===== src/rtl/shtc_pkg.sv =====
// Package of the scheduled hysteresis thermostat.
// Holds the shared types, codes and reset constants; no dependencies.
package shtc_pkg;

    // Item codes
    localparam logic ACT_WRITE   = 1'b0;
    localparam logic ACT_CONTROL = 1'b1;

    // Configuration register indexes
    localparam int CFG_INDEX_W = 4;
    localparam logic [CFG_INDEX_W-1:0] CFG_HYSTERESIS       = 4'd0;
    localparam logic [CFG_INDEX_W-1:0] CFG_HOT_WATER_THRESH = 4'd1;
    localparam logic [CFG_INDEX_W-1:0] CFG_SENSOR_MASK      = 4'd2;
    localparam logic [CFG_INDEX_W-1:0] CFG_DEFAULT_SETPOINT = 4'd3;

    // Reset values
    localparam logic        [4:0] HYSTERESIS_RESET = 5'd2;
    localparam logic signed [7:0] HOT_WATER_RESET  = 8'sd40;
    localparam logic        [7:0] SENSOR_MASK_RESET = 8'd0;
    localparam logic signed [7:0] DEFAULT_SETPOINT = 8'sd20;

    // Queue between front and back
    localparam int QUEUE_DEPTH = 2;
    localparam int QUEUE_PTR_W = 1;

    typedef struct packed {
        logic              action;
        logic        [2:0] zone;
        logic        [2:0] slot;
        logic       [10:0] entry_time;
        logic signed [7:0] entry_temp;
        logic       [10:0] time_of_day;
        logic signed [7:0] measured_temp;
    } q_entry_t;

    typedef struct packed {
        logic empty;
        logic full;
    } q_status_t;

    typedef struct packed {
        logic        [4:0] hysteresis;
        logic signed [7:0] hot_water_threshold;
        logic        [7:0] sensor_present_mask;
    } cfg_t;

    typedef struct packed {
        logic       [10:0] stime;
        logic signed [7:0] stemp;
    } point_t;

    typedef enum logic [1:0] {
        B_IDLE,
        B_SCAN,
        B_DECIDE
    } back_state_t;

endpackage


===== src/rtl/shtc_if.sv =====
// Channel interfaces of the thermostat: request, result and configuration.
// Fixed field widths; no dependencies.
interface shtc_in_if;
    logic              valid;
    logic              ready;
    logic              action;
    logic        [2:0] zone;
    logic        [2:0] slot;
    logic       [10:0] entry_time;
    logic signed [7:0] entry_temp;
    logic       [10:0] time_of_day;
    logic signed [7:0] measured_temp;

    modport source (output valid, action, zone, slot, entry_time, entry_temp,
                    time_of_day, measured_temp, input ready);
    modport sink   (input valid, action, zone, slot, entry_time, entry_temp,
                    time_of_day, measured_temp, output ready);
endinterface

interface shtc_out_if;
    logic              valid;
    logic              ready;
    logic        [2:0] out_zone;
    logic signed [7:0] setpoint;
    logic              heat_on;
    logic signed [7:0] zone_temp;

    modport source (output valid, out_zone, setpoint, heat_on, zone_temp, input ready);
    modport sink   (input valid, out_zone, setpoint, heat_on, zone_temp, output ready);
endinterface

interface shtc_cfg_if;
    logic       valid;
    logic       ready;
    logic [3:0] index;
    logic [7:0] data;

    modport source (output valid, index, data, input ready);
    modport sink   (input valid, index, data, output ready);
endinterface


===== src/rtl/shtc_front.sv =====
// Front part: accepts request transactions and classifies them.
// Drops items for absent zones or slots; depends on shtc_pkg and shtc_if.
module shtc_front #(
    parameter int POINTS_PER_ZONE = 8,
    parameter int NUM_ZONES       = 8
) (
    shtc_in_if.sink            req,
    input  shtc_pkg::q_status_t q_status,
    output logic               push,
    output shtc_pkg::q_entry_t entry
);
    import shtc_pkg::*;

    logic keep;

    assign req.ready = !q_status.full;

    always_comb
    begin
        keep = (32'(req.zone) < NUM_ZONES) &&
               ((req.action == ACT_CONTROL) || (32'(req.slot) < POINTS_PER_ZONE));
    end

    assign push = req.valid && req.ready && keep;

    always_comb
    begin
        entry.action        = req.action;
        entry.zone          = req.zone;
        entry.slot          = req.slot;
        entry.entry_time    = req.entry_time;
        entry.entry_temp    = req.entry_temp;
        entry.time_of_day   = req.time_of_day;
        entry.measured_temp = req.measured_temp;
    end

endmodule


===== src/rtl/shtc_queue.sv =====
// Short queue between the front and back parts of the thermostat.
// Two entries of q_entry_t; depends on shtc_pkg.
module shtc_queue (
    input  logic               clk,
    input  logic               rst_n,
    input  logic               push,
    input  shtc_pkg::q_entry_t entry_in,
    input  logic               pop,
    output shtc_pkg::q_entry_t entry_out,
    output shtc_pkg::q_status_t status
);
    import shtc_pkg::*;

    q_entry_t                 slots_reg [QUEUE_DEPTH];
    logic [QUEUE_PTR_W-1:0]   wr_ptr_reg;
    logic [QUEUE_PTR_W-1:0]   rd_ptr_reg;
    logic [QUEUE_PTR_W:0]     count_reg;
    logic [QUEUE_PTR_W:0]     count_next;

    assign status.empty = (count_reg == '0);
    assign status.full  = (count_reg == (QUEUE_PTR_W+1)'(QUEUE_DEPTH));
    assign entry_out    = slots_reg[rd_ptr_reg];

    always_comb
    begin
        count_next = count_reg;
        if (push && !pop)
        begin
            count_next = count_reg + 1'b1;
        end
        else if (pop && !push)
        begin
            count_next = count_reg - 1'b1;
        end
    end

    always_ff @(posedge clk or negedge rst_n)
    begin
        if (!rst_n)
        begin
            wr_ptr_reg <= '0;
            rd_ptr_reg <= '0;
            count_reg  <= '0;
        end
        else
        begin
            if (push)
            begin
                wr_ptr_reg <= wr_ptr_reg + 1'b1;
            end
            if (pop)
            begin
                rd_ptr_reg <= rd_ptr_reg + 1'b1;
            end
            count_reg <= count_next;
        end
    end

    always_ff @(posedge clk)
    begin
        if (push)
        begin
            slots_reg[wr_ptr_reg] <= entry_in;
        end
    end

`ifndef ASSERT_OFF
    a_no_overflow: assert property (@(posedge clk) disable iff (!rst_n)
        status.full |-> !push)
        else $error("queue written while full");
    a_no_underflow: assert property (@(posedge clk) disable iff (!rst_n)
        status.empty |-> !pop)
        else $error("queue read while empty");
    a_count_step: assert property (@(posedge clk) disable iff (!rst_n)
        (push && !pop) |=> (count_reg == $past(count_reg) + 1'b1))
        else $error("queue count did not follow a lone write");
`endif

endmodule


===== src/rtl/shtc_back.sv =====
// Back part: schedule memory, point scan, hysteresis decision and result register.
// Depends on shtc_pkg and shtc_if.
module shtc_back #(
    parameter int POINTS_PER_ZONE = 8,
    parameter int NUM_ZONES       = 8
) (
    input  logic                clk,
    input  logic                rst_n,
    input  shtc_pkg::cfg_t      cfg,
    input  shtc_pkg::q_entry_t  q_head,
    input  shtc_pkg::q_status_t q_status,
    output logic                q_pop,
    shtc_out_if.source          rsp
);
    import shtc_pkg::*;

    localparam int DEPTH = NUM_ZONES * POINTS_PER_ZONE;
    localparam int AW    = (DEPTH > 1) ? $clog2(DEPTH) : 1;
    localparam int IW    = $clog2(POINTS_PER_ZONE);
    localparam int ZW    = (NUM_ZONES > 1) ? $clog2(NUM_ZONES) : 1;
    localparam logic [IW-1:0] LAST_IDX = IW'(POINTS_PER_ZONE - 1);

    function automatic logic [AW-1:0] addr_of(input logic [2:0] z, input logic [IW-1:0] i);
        addr_of = AW'(32'(z) * POINTS_PER_ZONE + 32'(i));
    endfunction

    // Schedule memory; a point never written reads as its reset value.
    point_t            mem [DEPTH];
    logic              pt_valid_reg [DEPTH];
    point_t            rd_data_reg;
    logic              rd_valid_reg;
    logic [AW-1:0]     rd_addr;
    logic              mem_we;
    logic [AW-1:0]     wr_addr;
    point_t            wr_data;

    back_state_t       state_reg, state_next;
    logic [IW-1:0]     idx_reg, idx_next;
    logic [IW-1:0]     rd_idx;
    logic [2:0]        zone_reg, zone_next;
    logic [10:0]       now_reg, now_next;
    logic signed [7:0] meas_reg, meas_next;
    logic signed [7:0] temp0_reg, temp0_next;
    logic signed [7:0] prev_reg, prev_next;
    logic signed [7:0] sp_reg, sp_next;

    logic              heat_on_reg [NUM_ZONES];
    logic signed [7:0] last_temp_reg [NUM_ZONES];
    logic              zone_we;
    logic              heat_new;
    logic              sensor;
    logic [ZW-1:0]     zi;

    logic              out_valid_reg, out_valid_next;
    logic [2:0]        out_zone_reg, out_zone_next;
    logic signed [7:0] out_sp_reg, out_sp_next;
    logic              out_heat_reg, out_heat_next;
    logic signed [7:0] out_ztemp_reg, out_ztemp_next;
    logic              out_free;

    logic       [10:0] t_eff;
    logic signed [7:0] temp_eff;
    logic signed [9:0] low_limit;
    logic signed [9:0] meas_wide;

    assign out_free  = !out_valid_reg || rsp.ready;
    assign zi        = ZW'(zone_reg);
    assign sensor    = cfg.sensor_present_mask[zone_reg];
    assign wr_addr   = addr_of(q_head.zone, IW'(q_head.slot));
    assign wr_data   = '{stime: q_head.entry_time, stemp: q_head.entry_temp};
    assign rd_idx    = (idx_reg == LAST_IDX) ? idx_reg : idx_reg + 1'b1;
    assign t_eff     = rd_valid_reg ? rd_data_reg.stime : '0;
    assign low_limit = 10'(sp_reg) - $signed({5'b0, cfg.hysteresis});
    assign meas_wide = 10'(meas_reg);

    always_comb
    begin
        if (rd_valid_reg)
        begin
            temp_eff = rd_data_reg.stemp;
        end
        else if (idx_reg == '0)
        begin
            temp_eff = DEFAULT_SETPOINT;
        end
        else
        begin
            temp_eff = '0;
        end
    end

    // Thermostat decision for the zone being controlled.
    always_comb
    begin
        heat_new = heat_on_reg[zi];
        if (!sensor)
        begin
            heat_new = (sp_reg > cfg.hot_water_threshold);
        end
        else if (heat_on_reg[zi])
        begin
            if (meas_reg > sp_reg)
            begin
                heat_new = 1'b0;
            end
        end
        else if (meas_wide < low_limit)
        begin
            heat_new = 1'b1;
        end
    end

    always_comb
    begin
        state_next     = state_reg;
        idx_next       = idx_reg;
        zone_next      = zone_reg;
        now_next       = now_reg;
        meas_next      = meas_reg;
        temp0_next     = temp0_reg;
        prev_next      = prev_reg;
        sp_next        = sp_reg;
        q_pop          = 1'b0;
        mem_we         = 1'b0;
        zone_we        = 1'b0;
        rd_addr        = addr_of(zone_reg, rd_idx);
        out_valid_next = out_valid_reg && !rsp.ready;
        out_zone_next  = out_zone_reg;
        out_sp_next    = out_sp_reg;
        out_heat_next  = out_heat_reg;
        out_ztemp_next = out_ztemp_reg;
        case (state_reg)
            B_IDLE:
            begin
                if (!q_status.empty)
                begin
                    q_pop = 1'b1;
                    if (q_head.action == ACT_WRITE)
                    begin
                        mem_we = 1'b1;
                    end
                    else
                    begin
                        zone_next  = q_head.zone;
                        now_next   = q_head.time_of_day;
                        meas_next  = q_head.measured_temp;
                        idx_next   = '0;
                        rd_addr    = addr_of(q_head.zone, '0);
                        state_next = B_SCAN;
                    end
                end
            end
            B_SCAN:
            begin
                // Data for point idx_reg is in the read register this cycle.
                if (idx_reg == '0)
                begin
                    temp0_next = temp_eff;
                    prev_next  = temp_eff;
                    idx_next   = idx_reg + 1'b1;
                end
                else if ((t_eff == '0) || (t_eff > now_reg))
                begin
                    sp_next    = prev_reg;
                    state_next = B_DECIDE;
                end
                else if (idx_reg == LAST_IDX)
                begin
                    // No point stopped the scan: wrap to the first one.
                    sp_next    = temp0_reg;
                    state_next = B_DECIDE;
                end
                else
                begin
                    prev_next = temp_eff;
                    idx_next  = idx_reg + 1'b1;
                end
            end
            B_DECIDE:
            begin
                if (out_free)
                begin
                    zone_we        = 1'b1;
                    out_valid_next = 1'b1;
                    out_zone_next  = zone_reg;
                    out_sp_next    = sp_reg;
                    out_heat_next  = heat_new;
                    out_ztemp_next = sensor ? meas_reg : last_temp_reg[zi];
                    state_next     = B_IDLE;
                end
            end
            default:
            begin
                state_next = B_IDLE;
            end
        endcase
    end

    always_ff @(posedge clk or negedge rst_n)
    begin
        if (!rst_n)
        begin
            state_reg     <= B_IDLE;
            out_valid_reg <= 1'b0;
        end
        else
        begin
            state_reg     <= state_next;
            out_valid_reg <= out_valid_next;
        end
    end

    always_ff @(posedge clk)
    begin
        idx_reg       <= idx_next;
        zone_reg      <= zone_next;
        now_reg       <= now_next;
        meas_reg      <= meas_next;
        temp0_reg     <= temp0_next;
        prev_reg      <= prev_next;
        sp_reg        <= sp_next;
        out_zone_reg  <= out_zone_next;
        out_sp_reg    <= out_sp_next;
        out_heat_reg  <= out_heat_next;
        out_ztemp_reg <= out_ztemp_next;
    end

    always_ff @(posedge clk)
    begin
        if (mem_we)
        begin
            mem[wr_addr] <= wr_data;
        end
        rd_data_reg <= mem[rd_addr];
    end

    always_ff @(posedge clk or negedge rst_n)
    begin
        if (!rst_n)
        begin
            for (int i = 0; i < DEPTH; i++)
            begin
                pt_valid_reg[i] <= 1'b0;
            end
            rd_valid_reg <= 1'b0;
        end
        else
        begin
            if (mem_we)
            begin
                pt_valid_reg[wr_addr] <= 1'b1;
            end
            rd_valid_reg <= pt_valid_reg[rd_addr];
        end
    end

    always_ff @(posedge clk or negedge rst_n)
    begin
        if (!rst_n)
        begin
            for (int i = 0; i < NUM_ZONES; i++)
            begin
                heat_on_reg[i]   <= 1'b1;
                last_temp_reg[i] <= '0;
            end
        end
        else if (zone_we)
        begin
            heat_on_reg[zi] <= heat_new;
            if (sensor)
            begin
                last_temp_reg[zi] <= meas_reg;
            end
        end
    end

    assign rsp.valid    = out_valid_reg;
    assign rsp.out_zone = out_zone_reg;
    assign rsp.setpoint = out_sp_reg;
    assign rsp.heat_on  = out_heat_reg;
    assign rsp.zone_temp = out_ztemp_reg;

`ifndef ASSERT_OFF
    a_pop_idle: assert property (@(posedge clk) disable iff (!rst_n)
        q_pop |-> (state_reg == B_IDLE))
        else $error("queue popped outside idle");
    a_write_idle: assert property (@(posedge clk) disable iff (!rst_n)
        (state_reg != B_IDLE) |-> !mem_we)
        else $error("schedule written during a control scan");
    a_scan_start: assert property (@(posedge clk) disable iff (!rst_n)
        (state_reg == B_IDLE && state_next == B_SCAN) |=>
            (state_reg == B_SCAN && idx_reg == '0))
        else $error("scan did not start at the first point");
    a_result: assert property (@(posedge clk) disable iff (!rst_n)
        (state_reg == B_DECIDE && out_free) |=> (out_valid_reg && state_reg == B_IDLE))
        else $error("decision did not load the result register");
`endif

endmodule


===== src/rtl/scheduled_hysteresis_thermostat_top.sv =====
// Top level of the scheduled hysteresis thermostat: configuration registers
// and the front, queue and back parts. Depends on shtc_pkg and shtc_if.
//
// Usage:
//   req carries items. action write stores a schedule point (time, temperature)
//   of a zone; action control scans that zone's schedule at time_of_day and
//   runs the thermostat, giving one transaction on rsp. Writes and items for
//   absent zones or slots give no result.
//   cfg writes hysteresis, hot-water threshold and sensor mask by index; it is
//   always ready. Default setpoint writes are accepted and change nothing.
//   A control item is taken from the queue in idle; the scan then reads one
//   schedule point per cycle from the single read port of the schedule memory,
//   and the decision loads the result register once that register is free.
//   A write item is stored from the queue head while the back part is idle.
//   The back part takes a new item only after it is through with the last.
//   A two-entry queue lets req keep accepting while the back part works.
//   When rsp stalls, the result waits in its register, the back part holds
//   the next decision and the queue fills before req.ready drops.
//   Reset clears the queue and result register; schedules read as empty with
//   point 0 at the default setpoint, all zones heating, stored temperatures 0.
module scheduled_hysteresis_thermostat_top #(
    parameter int POINTS_PER_ZONE = 8,
    parameter int NUM_ZONES       = 8
) (
    input  logic       clk,
    input  logic       rst_n,
    shtc_in_if.sink    req,
    shtc_out_if.source rsp,
    shtc_cfg_if.sink   cfg
);
    import shtc_pkg::*;

    cfg_t      cfg_reg;
    q_entry_t  push_entry;
    q_entry_t  head_entry;
    q_status_t q_status;
    logic      push;
    logic      pop;

    assign cfg.ready = 1'b1;

    always_ff @(posedge clk or negedge rst_n)
    begin
        if (!rst_n)
        begin
            cfg_reg.hysteresis          <= HYSTERESIS_RESET;
            cfg_reg.hot_water_threshold <= HOT_WATER_RESET;
            cfg_reg.sensor_present_mask <= SENSOR_MASK_RESET;
        end
        else if (cfg.valid && cfg.ready)
        begin
            case (cfg.index)
                CFG_HYSTERESIS:       cfg_reg.hysteresis          <= cfg.data[4:0];
                CFG_HOT_WATER_THRESH: cfg_reg.hot_water_threshold <= $signed(cfg.data);
                CFG_SENSOR_MASK:      cfg_reg.sensor_present_mask <= cfg.data;
                CFG_DEFAULT_SETPOINT: ;
                default: ;
            endcase
        end
    end

    shtc_front #(
        .POINTS_PER_ZONE (POINTS_PER_ZONE),
        .NUM_ZONES       (NUM_ZONES)
    ) u_front (
        .req      (req),
        .q_status (q_status),
        .push     (push),
        .entry    (push_entry)
    );

    shtc_queue u_queue (
        .clk       (clk),
        .rst_n     (rst_n),
        .push      (push),
        .entry_in  (push_entry),
        .pop       (pop),
        .entry_out (head_entry),
        .status    (q_status)
    );

    shtc_back #(
        .POINTS_PER_ZONE (POINTS_PER_ZONE),
        .NUM_ZONES       (NUM_ZONES)
    ) u_back (
        .clk      (clk),
        .rst_n    (rst_n),
        .cfg      (cfg_reg),
        .q_head   (head_entry),
        .q_status (q_status),
        .q_pop    (pop),
        .rsp      (rsp)
    );

endmodule

===== src/flat_wrapper.sv =====
// flat-port wrapper written by rule: the top's interface ports become plain ports
module scheduled_hysteresis_thermostat_top_flat import shtc_pkg::*;
#(
    parameter int POINTS_PER_ZONE = 8,
    parameter int NUM_ZONES       = 8
)
  (clk, rst_n, req_valid, req_action, req_zone, req_slot, req_entry_time, req_entry_temp, req_time_of_day, req_measured_temp, req_ready, rsp_valid, rsp_out_zone, rsp_setpoint, rsp_heat_on, rsp_zone_temp, rsp_ready, cfg_valid, cfg_index, cfg_data, cfg_ready);
  shtc_in_if req_i ();
  shtc_out_if rsp_i ();
  shtc_cfg_if cfg_i ();
  input  logic clk;
  input  logic rst_n;
  input wire logic [$bits(req_i.valid)-1:0] req_valid;
  input wire logic [$bits(req_i.action)-1:0] req_action;
  input wire logic [$bits(req_i.zone)-1:0] req_zone;
  input wire logic [$bits(req_i.slot)-1:0] req_slot;
  input wire logic [$bits(req_i.entry_time)-1:0] req_entry_time;
  input wire logic [$bits(req_i.entry_temp)-1:0] req_entry_temp;
  input wire logic [$bits(req_i.time_of_day)-1:0] req_time_of_day;
  input wire logic [$bits(req_i.measured_temp)-1:0] req_measured_temp;
  output wire logic [$bits(req_i.ready)-1:0] req_ready;
  output wire logic [$bits(rsp_i.valid)-1:0] rsp_valid;
  output wire logic [$bits(rsp_i.out_zone)-1:0] rsp_out_zone;
  output wire logic [$bits(rsp_i.setpoint)-1:0] rsp_setpoint;
  output wire logic [$bits(rsp_i.heat_on)-1:0] rsp_heat_on;
  output wire logic [$bits(rsp_i.zone_temp)-1:0] rsp_zone_temp;
  input wire logic [$bits(rsp_i.ready)-1:0] rsp_ready;
  input wire logic [$bits(cfg_i.valid)-1:0] cfg_valid;
  input wire logic [$bits(cfg_i.index)-1:0] cfg_index;
  input wire logic [$bits(cfg_i.data)-1:0] cfg_data;
  output wire logic [$bits(cfg_i.ready)-1:0] cfg_ready;
  assign req_i.valid = req_valid;
  assign req_i.action = req_action;
  assign req_i.zone = req_zone;
  assign req_i.slot = req_slot;
  assign req_i.entry_time = req_entry_time;
  assign req_i.entry_temp = req_entry_temp;
  assign req_i.time_of_day = req_time_of_day;
  assign req_i.measured_temp = req_measured_temp;
  assign req_ready = req_i.ready;
  assign rsp_valid = rsp_i.valid;
  assign rsp_out_zone = rsp_i.out_zone;
  assign rsp_setpoint = rsp_i.setpoint;
  assign rsp_heat_on = rsp_i.heat_on;
  assign rsp_zone_temp = rsp_i.zone_temp;
  assign rsp_i.ready = rsp_ready;
  assign cfg_i.valid = cfg_valid;
  assign cfg_i.index = cfg_index;
  assign cfg_i.data = cfg_data;
  assign cfg_ready = cfg_i.ready;
  scheduled_hysteresis_thermostat_top #(.POINTS_PER_ZONE(POINTS_PER_ZONE), .NUM_ZONES(NUM_ZONES)) u_core (.clk(clk), .rst_n(rst_n), .req(req_i), .rsp(rsp_i), .cfg(cfg_i));
endmodule

===== config.mk =====
export PLATFORM = sky130hd
export DESIGN_NAME = scheduled_hysteresis_thermostat_top_flat
export DESIGN_NICKNAME = d
export VERILOG_FILES = /design/src/rtl/shtc_pkg.sv /design/src/rtl/shtc_if.sv /design/src/rtl/shtc_front.sv /design/src/rtl/shtc_queue.sv /design/src/rtl/shtc_back.sv /design/src/rtl/scheduled_hysteresis_thermostat_top.sv /design/src/flat_wrapper.sv
export SDC_FILE = /design/constraint.sdc
export NUM_CORES = 2
export LEC_CHECK = 0
export BUFFER_PORTS_ARGS = -buffer_cell sky130_fd_sc_hd__buf_2
export CAP_MARGIN = 10
export CORE_MARGIN = 2
export CORE_UTILIZATION = 30
export CTS_BUF_LIST = sky130_fd_sc_hd__clkbuf_8 sky130_fd_sc_hd__clkbuf_16
export DETAILED_ROUTE_END_ITERATION = 16
export SYNTH_ARGS = -nofsm -noshare
export SYNTH_HDL_FRONTEND = slang
export SYNTH_SLANG_ARGS = --single-unit

===== constraint.sdc =====
create_clock -name clk -period 3.05 [get_ports clk]
set_input_delay 0.61 -clock clk [delete_from_list [all_inputs] [get_ports clk]]
set_output_delay 0.61 -clock clk [all_outputs]
set_load 0.01 [all_outputs]

# ---- Yosys cells after proc, flatten, opt, wreduce, memory -nomap -nowiden
# Memory sizes are Yosys's and may differ from the RTL's. A register that Yosys moved wholly into a read port is not among the register bits.
# Cells that the tools add are included.
dict set report totals {
  reg_bits 234
  ram_bits 1306
  inputBits 62
  output_inout_bits 23
  elab_cells 235
  mem_count 2
}
# name words word_bits rd rd_ports_with_merged_regs wr line
set mem_list {}
lappend mem_list {u_core.u_back.mem 64 19 1 1 1 shtc_back.sv:28} ;# point_t mem [DEPTH];
lappend mem_list {u_core.u_queue.slots_reg 2 45 1 0 1 shtc_queue.sv:14} ;# q_entry_t slots_reg [QUEUE_DEPTH];
dict set report classes {
  addsub 8
  order_cmp 10
  n_eq_ne 14
  muxes 63
  bitwise 6
  reduce_logical 32
}
# operator n
set op_table {}
lappend op_table {{8-bit 2-to-1 mux} 10}
lappend op_table {{64-bit bitwise mux} 1}
lappend op_table {{64-bit bitwise OR} 1}
lappend op_table {{8-bit binary-select mux with 3-bit select} 1}
lappend op_table {{8-bit demux with 3-bit select} 1}
lappend op_table {{1-bit 2-to-1 mux} 24}
lappend op_table {{6-bit 2-to-1 mux} 3}
lappend op_table {{8-bit greater-than comparator} 2}
lappend op_table {{2-bit 2-to-1 mux} 8}
lappend op_table {{3-bit 2-to-1 mux} 5}
lappend op_table {{7-bit >= comparator (second input constant)} 2}
lappend op_table {{6-bit NOT with 7-bit output} 2}
lappend op_table {{6-bit by 3-bit adder with 6-bit output} 2}
lappend op_table {{2-bit != test (second input constant)} 6}
lappend op_table {{2-bit AND reduction} 6}
lappend op_table {{11-bit greater-than comparator} 1}
lappend op_table {{11-bit zero test} 1}
lappend op_table {{11-bit 2-to-1 mux} 1}
lappend op_table {{8-bit by 9-bit less-than comparator with 1-bit output} 1}
lappend op_table {{3-bit AND reduction} 3}
lappend op_table {{8-bit by 6-bit subtractor with 9-bit output} 1}
lappend op_table {{8-bit bitwise mux} 1}
lappend op_table {{7-bit by 1-bit less-than comparator with 1-bit output (second input constant)} 1}
lappend op_table {{1-bit binary-select mux with 3-bit select} 2}
lappend op_table {{other kinds (30)} 47}

# ---- Logic depth before layout (Yosys ltp)
dict set report logic_depth {
  depth_word 10
  depth_mapped 17
  mapped_depth_nobuf 17
}

# ---- Modules after synthesis
# A second synthesis with hierarchy kept.
dict set report hier_totals {
  hier_cells 4207
  area_unflattened_um2 62687.6
}
# module n_inst cells_per_inst area_per_inst_um2 seq_area_each_um2
set modules_own_cells {}
lappend modules_own_cells {shtc_back 1 3955 57869.3 42480.7}
lappend modules_own_cells {shtc_queue 1 156 3633.5 2802.7}
lappend modules_own_cells {scheduled_hysteresis_thermostat_top 1 49 837.1 529.3}
lappend modules_own_cells {shtc_front 1 47 347.8 0.0}

# ---- Worst setup path before layout
# Ideal clock, no wire load.
dict set report synth_timing {
  path_kind {register -> register}
  from {register u_core.cfg_reg[17] (netlist bit)}
  to {register u_core.u_back.heat_on_reg[3] (netlist bit)}
  setup_time_ns 0.061
  arrival_time_ns 3.127
  required_time_ns 2.989
  path_slack_ns -0.138
  stages_incl_launch_ff 18
  path_buffers 0
  period_less_slack_ns 3.188
  cell_sequence {dfstp_2 -> inv_1 -> ha_1 -> nor2b_1 -> o21ai_0 -> nand2b_1 -> a21o_1 -> nand2_1 -> nor2b_1 -> xnor2_1 -> ha_1 -> a21oi_1 -> nor2b_1 -> o21ai_0 -> a31oi_1 -> a211o_1 -> a31oi_1 -> mux2_2}
}
dict set report synth_via {
  elab_chain_len 6
}
# item line
set synth_rtl {}
lappend synth_rtl {{from (decl)} scheduled_hysteresis_thermostat_top.sv:33} ;# cfg_t cfg_reg;
lappend synth_rtl {{8-bit by 6-bit subtractor with 9-bit output} shtc_back.sv:73} ;# assign low_limit = 10'(sp_reg) - $signed({5'b0, cfg.hysteresis});
lappend synth_rtl {{8-bit by 9-bit less-than comparator with 1-bit output} shtc_back.sv:107} ;# else if (meas_wide < low_limit)
lappend synth_rtl {{1-bit 2-to-1 mux} shtc_back.sv:107}
lappend synth_rtl {{1-bit 2-to-1 mux} shtc_back.sv:100} ;# else if (heat_on_reg[zi])
lappend synth_rtl {{1-bit 2-to-1 mux} shtc_back.sv:96} ;# if (!sensor)
lappend synth_rtl {{net u_core.u_back.heat_new} shtc_back.sv:50} ;# logic heat_new;
lappend synth_rtl {{8-bit bitwise mux} shtc_back.sv:269} ;# heat_on_reg[zi] <= heat_new;
lappend synth_rtl {{to (signal, indexed assignment)} shtc_back.sv:269}
lappend synth_rtl {{to (decl)} shtc_back.sv:47} ;# logic heat_on_reg [NUM_ZONES];
# The timed path passes the listed nets, and every way through them passes these cells.
# A chain may end at the register's enable or synchronous reset.

# ---- Worst setup path in the final report
dict set report layout_timing {
  from {register u_core.cfg_reg[17] (netlist bit)}
  to {register u_core.u_back.heat_on_reg[0] (netlist bit)}
}
dict set report layout_via {
  elab_chain_len 6
}
# item line
set layout_rtl {}
lappend layout_rtl {{8-bit by 6-bit subtractor with 9-bit output} shtc_back.sv:73}
lappend layout_rtl {{8-bit by 9-bit less-than comparator with 1-bit output} shtc_back.sv:107}
lappend layout_rtl {{1-bit 2-to-1 mux} shtc_back.sv:107}
lappend layout_rtl {{1-bit 2-to-1 mux} shtc_back.sv:100}
lappend layout_rtl {{1-bit 2-to-1 mux} shtc_back.sv:96}
lappend layout_rtl {{8-bit bitwise mux} shtc_back.sv:269}
# Every way passes these cells.

==> reports/results.md <==
| Metric | Value | Unit |
|:---|:---|:---|
| H-Tree Depth | 4 | - |
| Count of buffer and inverter cells on the critical path | 2 | - |
| Starting utilization of the core area | 30.2 | % |
| Iteration-0 DRC Markers | 4993 | - |
| Number of buffers on the longest clock path | 3 | - |
| Critical path type | reg -> reg | - |
| Buffers added on ports | 83 | - |
| Cell Area, Synth | 61700 | um2 |
| Number of nets in the layout | 4664 | - |
| Post-synth top flop | sky130_fd_sc_hd__edfxtp_1 | - |
| Reg2reg setup slack | -0.18 | ns |
| Final Hold Fails | 0 | - |
| Synthesis Warnings | 0 | - |
| Clock root cell | sky130_fd_sc_hd__clkbuf_16 | - |
| Slowest cell on the critical path | sky130_fd_sc_hd__dfstp_2 | - |
| Via-per-instance ratio | 5.19 | - |
| Number of non-filler instances in the completed layout | 7387 | - |
| Count of boundary I/O pins | 85 | - |
| Signal arrival time at the worst endpoint | 3.96 | ns |
| Top fanout value on the critical path | 4 | - |
| Dpl hpwl | 111000 | um |
| Die Y | 457 | um |
| Layout-stage area growth over the synthesis result | 24.7 | % |
| Violations in the final reports | setup timing | - |
| Synthesized area per cell | 15.4 | um2 |
| Fin area | 76900 | um2 |
| Worst Hold Class | in -> reg | - |
| Data required time at the worst endpoint | 3.78 | ns |
| Final total power | 0.0921 | W |
| Type of origin of the critical path | register | - |
| Placement Cell Area | 69300 | um2 |
| Final cycle utilization of the critical path | 106 | % |
| Unrepaired setup endpoints after global routing | true | - |
| Sequence of cells on the critical path | inv_2 > ha_4 > nor2b_4 > o21ai_1 > nand2b_1 > a21o_1 > nand2_2 > nor2b_4 > xnor2_1 > ha_1 > a21oi_1 > nor2b_1 > o21ai_1 > a31oi_1 > a211o_1 > buf_6 > a31oi_4 > mux2_4 | - |
| Proportion of synthesized chip area in sequential cells | 74.3 | % |
| Clock tree skew after final layout | 0.0326 | ns |
| Slew of the pin with the lowest slew margin | 1.04 | ns |
| Total power divided by cell area | 1200 | nW/um2 |
| Final estimated routing congestion in global placement | 0.883 | - |
| Fmax | 309 | MHz |
| Post-route DRC violation count | 0 | - |
| Global-route wire length before repair | 260000 | um |
| Worst hold stages | 1 | - |
| Setup violators final | 22 | - |
| Global Route Usage Sum | 16.8 | % |
| Crit path time final | 3.23 | ns |
| Peak supply drop | 1.15 | mV |
| Rows | 166 | - |
| Number of max-cap violations | 0 | - |
| Mapped Nets | 4118 | - |
| Outcome | finished, violations left | - |
| Worst Reg2Reg Path Length in Cells | 18 | - |
| Detail-routed net length per standard cell | 24.8 | um |
| Cell type group with the largest total delay on the critical path | compound AO/OA/AOI/OAI gates | - |
| Longest individual stage delay on the worst path | 0.54 | ns |
| Overflow left after global routing | 0 | - |
| Overall die width | 457 | um |
| Syn Inst Count | 4010 | - |
| Fraction of final layout cells sized beyond drive strength 1 | 27.3 | % |
| Source of the critical timing path | u_core.cfg_reg[17]$_DFFE_PN1P_ | - |
| Unique masters post-synth | 75 | - |
| Vias in the first global route | 37102 | - |
| Number of filler instances in the final layout | 18857 | - |
| CTS tree | yes | - |
| Max_slew headroom | 30.9 | % |
| Drt total wl | 183000 | um |
| Antenna violations before repair | 11 | - |
| Hold Path Sink | u_core.u_queue.slots_reg[0][35]$_DFFE_PP_ | - |
| Core Footprint | 204000 | um2 |
| Slew Limit Fails | 0 | - |
| CP Capture Type | register | - |
| Setup slack of the critical path after layout | -0.182 | ns |
| Share of async-settable or async-resettable flops after synthesis | 10.6 | % |
| Source of the worst register-to-register timing path | u_core.cfg_reg[17]$_DFFE_PN1P_ | - |
| Worst min-delay path startpoint | req_entry_time[8] | - |
| Post-synth EDFFs | 1375 | - |
| Drt first pass iters | 6 | - |
| Sinks on the clock net | 1559 | - |
| Maximum number of pins on one net before global-route repair | 70 | - |
| Total CTS buffers | 159 | - |
| Leakage power figure | 27.3 | nW |
| Clock latency reported for the late side of the worst-skew pair | 0.79 | ns |
| Critical R2R Capture | u_core.u_back.heat_on_reg[0]$_DFFE_PN1P_ | - |
| Detailed-route via count | 38359 | - |
| Final core occ | 37.6 | % |
| Post-Route Hold Slack | 0.0646 | ns |
| Flip-flop count of the largest register, all copies and words added | 1216 | - |
| Post-synthesis sequential element count | 1559 | - |
| Final antenna-violating net count | 0 | - |
| Die ar. | 209000 | um2 |
| Placed Cells | 6974 | - |
| Clock transition time at the flip-flop clock pins of the worst setup and hold paths | 0.06 | ns |
[where the power goes]
group / total, W / leakage (nW) / switching (W) / internal, W
Clock: 0.0194 / 2.75 / 0.00823 / 0.0112
Sequential: 0.0286 / 14.7 / 0.00117 / 0.0275
Combinational: 0.0440 / 9.78 / 0.0263 / 0.0177
Total: 0.0921 / 27.3 / 0.0357 / 0.0564
[cell type report]
| cell class | instances | area, um2 | share of cell area [%] |
|---|---|---|---|
| clock inverters | 119 | 917 | 1.19 |
| repair buffers | 626 | 6680 | 8.68 |
| clock buffers | 179 | 4320 | 5.62 |
| well taps | 2688 | 3360 | 4.38 |
| inverters | 51 | 191 | 0.249 |
| flip-flops and latches | 1559 | 45800 | 59.6 |
| diodes | 6 | 15.0 | 0.0195 |
| multi-input cells | 2159 | 15600 | 20.3 |
[worst max path at each step]
stage	depth (start not counted)	to
after floorplan	11	u_core.u_back.rd_data_reg[12]$_DFF_P_
after global placement	17	u_core.u_back.heat_on_reg[3]$_DFFE_PN1P_
after detailed placement	7	u_core.u_back.mem[4][15]$_DFFE_PP_
after CTS	17	u_core.u_back.heat_on_reg[3]$_DFFE_PN1P_
after global routing	18	u_core.u_back.heat_on_reg[0]$_DFFE_PN1P_
final	18	u_core.u_back.heat_on_reg[0]$_DFFE_PN1P_
[cells by family after synthesis]
family	count (synthesis)	synth area share, %
AO/OA/AOI/OAI	658	7.32
multiplexers	299	6.81
AND/OR/NAND/NOR	1141	8.33
adder cells (fa/ha/maj)	46	0.946
other	1	0.00608
flip-flops	1559	74.3
XOR/XNOR	13	0.227
buffers and inverters	293	2.07
[per-layer routing]
| layer | track usage (%) | wire (um) | vias to the layer above | share of wire, % |
|---|---|---|---|---|
| li1 | - | - | 16610 | - |
| met1 | 23.2 | 75600 | 19685 | 41 |
| met2 | 26.1 | 84600 | 1764 | 46 |
| met3 | 3.64 | 16800 | 298 | 9.2 |
| met4 | 5.62 | 5930 | 2 | 3.2 |
| met5 | 0 | 13 | - | 0.0071 |
[placed cells by master, fill, tap and decap left out, types with 78 or more instances in the layout]
master	count
sky130_fd_sc_hd__buf_2	82
sky130_fd_sc_hd__buf_4	334
sky130_fd_sc_hd__dfrtp_1	152
sky130_fd_sc_hd__o221ai_1	152
sky130_fd_sc_hd__edfxtp_1	1375
sky130_fd_sc_hd__a21oi_1	194
sky130_fd_sc_hd__inv_1	92
sky130_fd_sc_hd__clkbuf_16	178
sky130_fd_sc_hd__nor2_1	140
sky130_fd_sc_hd__nand2_1	552
sky130_fd_sc_hd__and3_1	78
sky130_fd_sc_hd__buf_12	114
sky130_fd_sc_hd__nand3_1	83
sky130_fd_sc_hd__mux2_2	132
sky130_fd_sc_hd__mux4_2	82
[stage by stage]
step / setup slack [ns] / setup TNS (ns)
floorplan: 0.00156 / 0
global placement: -0.503 / -83.67
detailed placement: -0.503 / -108.75
CTS: -0.107 / -0.911
global route: -0.343 / -4.05
finish: -0.182 / -1.57
[what timing repair did]
| action | in CTS | in global routing |
|---|---|---|
| hold buffers | 42 | 0 |
| setup endpoints to repair | 653 | 421 |
| setup buffers | 20 | 32 |
| endpoints found under the hold margin | 149 | 0 |
| gates resized for setup | 72 | 129 |
| pin swaps | 21 | 53 |
| gates cloned | 5 | 13 |
[cell usage after synthesis, types with 59 or more instances]
| library cell | count | area share (%) |
|---|---|---|
| sky130_fd_sc_hd__a21oi_1 | 202 | 1.6 |
| sky130_fd_sc_hd__and3_1 | 81 | 0.82 |
| sky130_fd_sc_hd__clkbuf_1 | 148 | 0.90 |
| sky130_fd_sc_hd__dfrtp_1 | 154 | 6.2 |
| sky130_fd_sc_hd__edfxtp_1 | 1375 | 67 |
| sky130_fd_sc_hd__mux2_2 | 137 | 2.5 |
| sky130_fd_sc_hd__mux2i_1 | 75 | 1.2 |
| sky130_fd_sc_hd__mux4_2 | 82 | 3.0 |
| sky130_fd_sc_hd__nand2_1 | 561 | 3.4 |
| sky130_fd_sc_hd__nand3_1 | 85 | 0.69 |
| sky130_fd_sc_hd__nor2_1 | 206 | 1.3 |
| sky130_fd_sc_hd__o21ai_0 | 59 | 0.48 |
| sky130_fd_sc_hd__o221ai_1 | 156 | 2.2 |
| sky130_fd_sc_hd__or2_2 | 64 | 0.65 |
[worst reg2reg max path, stage by stage, from the launching register on]
cell	delay (ns)
sky130_fd_sc_hd__dfstp_2	0.54
sky130_fd_sc_hd__inv_2	0.05
sky130_fd_sc_hd__ha_4	0.20
sky130_fd_sc_hd__nor2b_4	0.12
sky130_fd_sc_hd__o21ai_1	0.11
sky130_fd_sc_hd__nand2b_1	0.10
sky130_fd_sc_hd__a21o_1	0.20
sky130_fd_sc_hd__nand2_2	0.08
sky130_fd_sc_hd__nor2b_4	0.14
sky130_fd_sc_hd__xnor2_1	0.12
sky130_fd_sc_hd__ha_1	0.26
sky130_fd_sc_hd__a21oi_1	0.13
sky130_fd_sc_hd__nor2b_1	0.06
sky130_fd_sc_hd__o21ai_1	0.13
sky130_fd_sc_hd__a31oi_1	0.10
sky130_fd_sc_hd__a211o_1	0.30
sky130_fd_sc_hd__buf_6	0.14
sky130_fd_sc_hd__a31oi_4	0.21
sky130_fd_sc_hd__mux2_4	0.18
(Power assumes the default switching activity.)
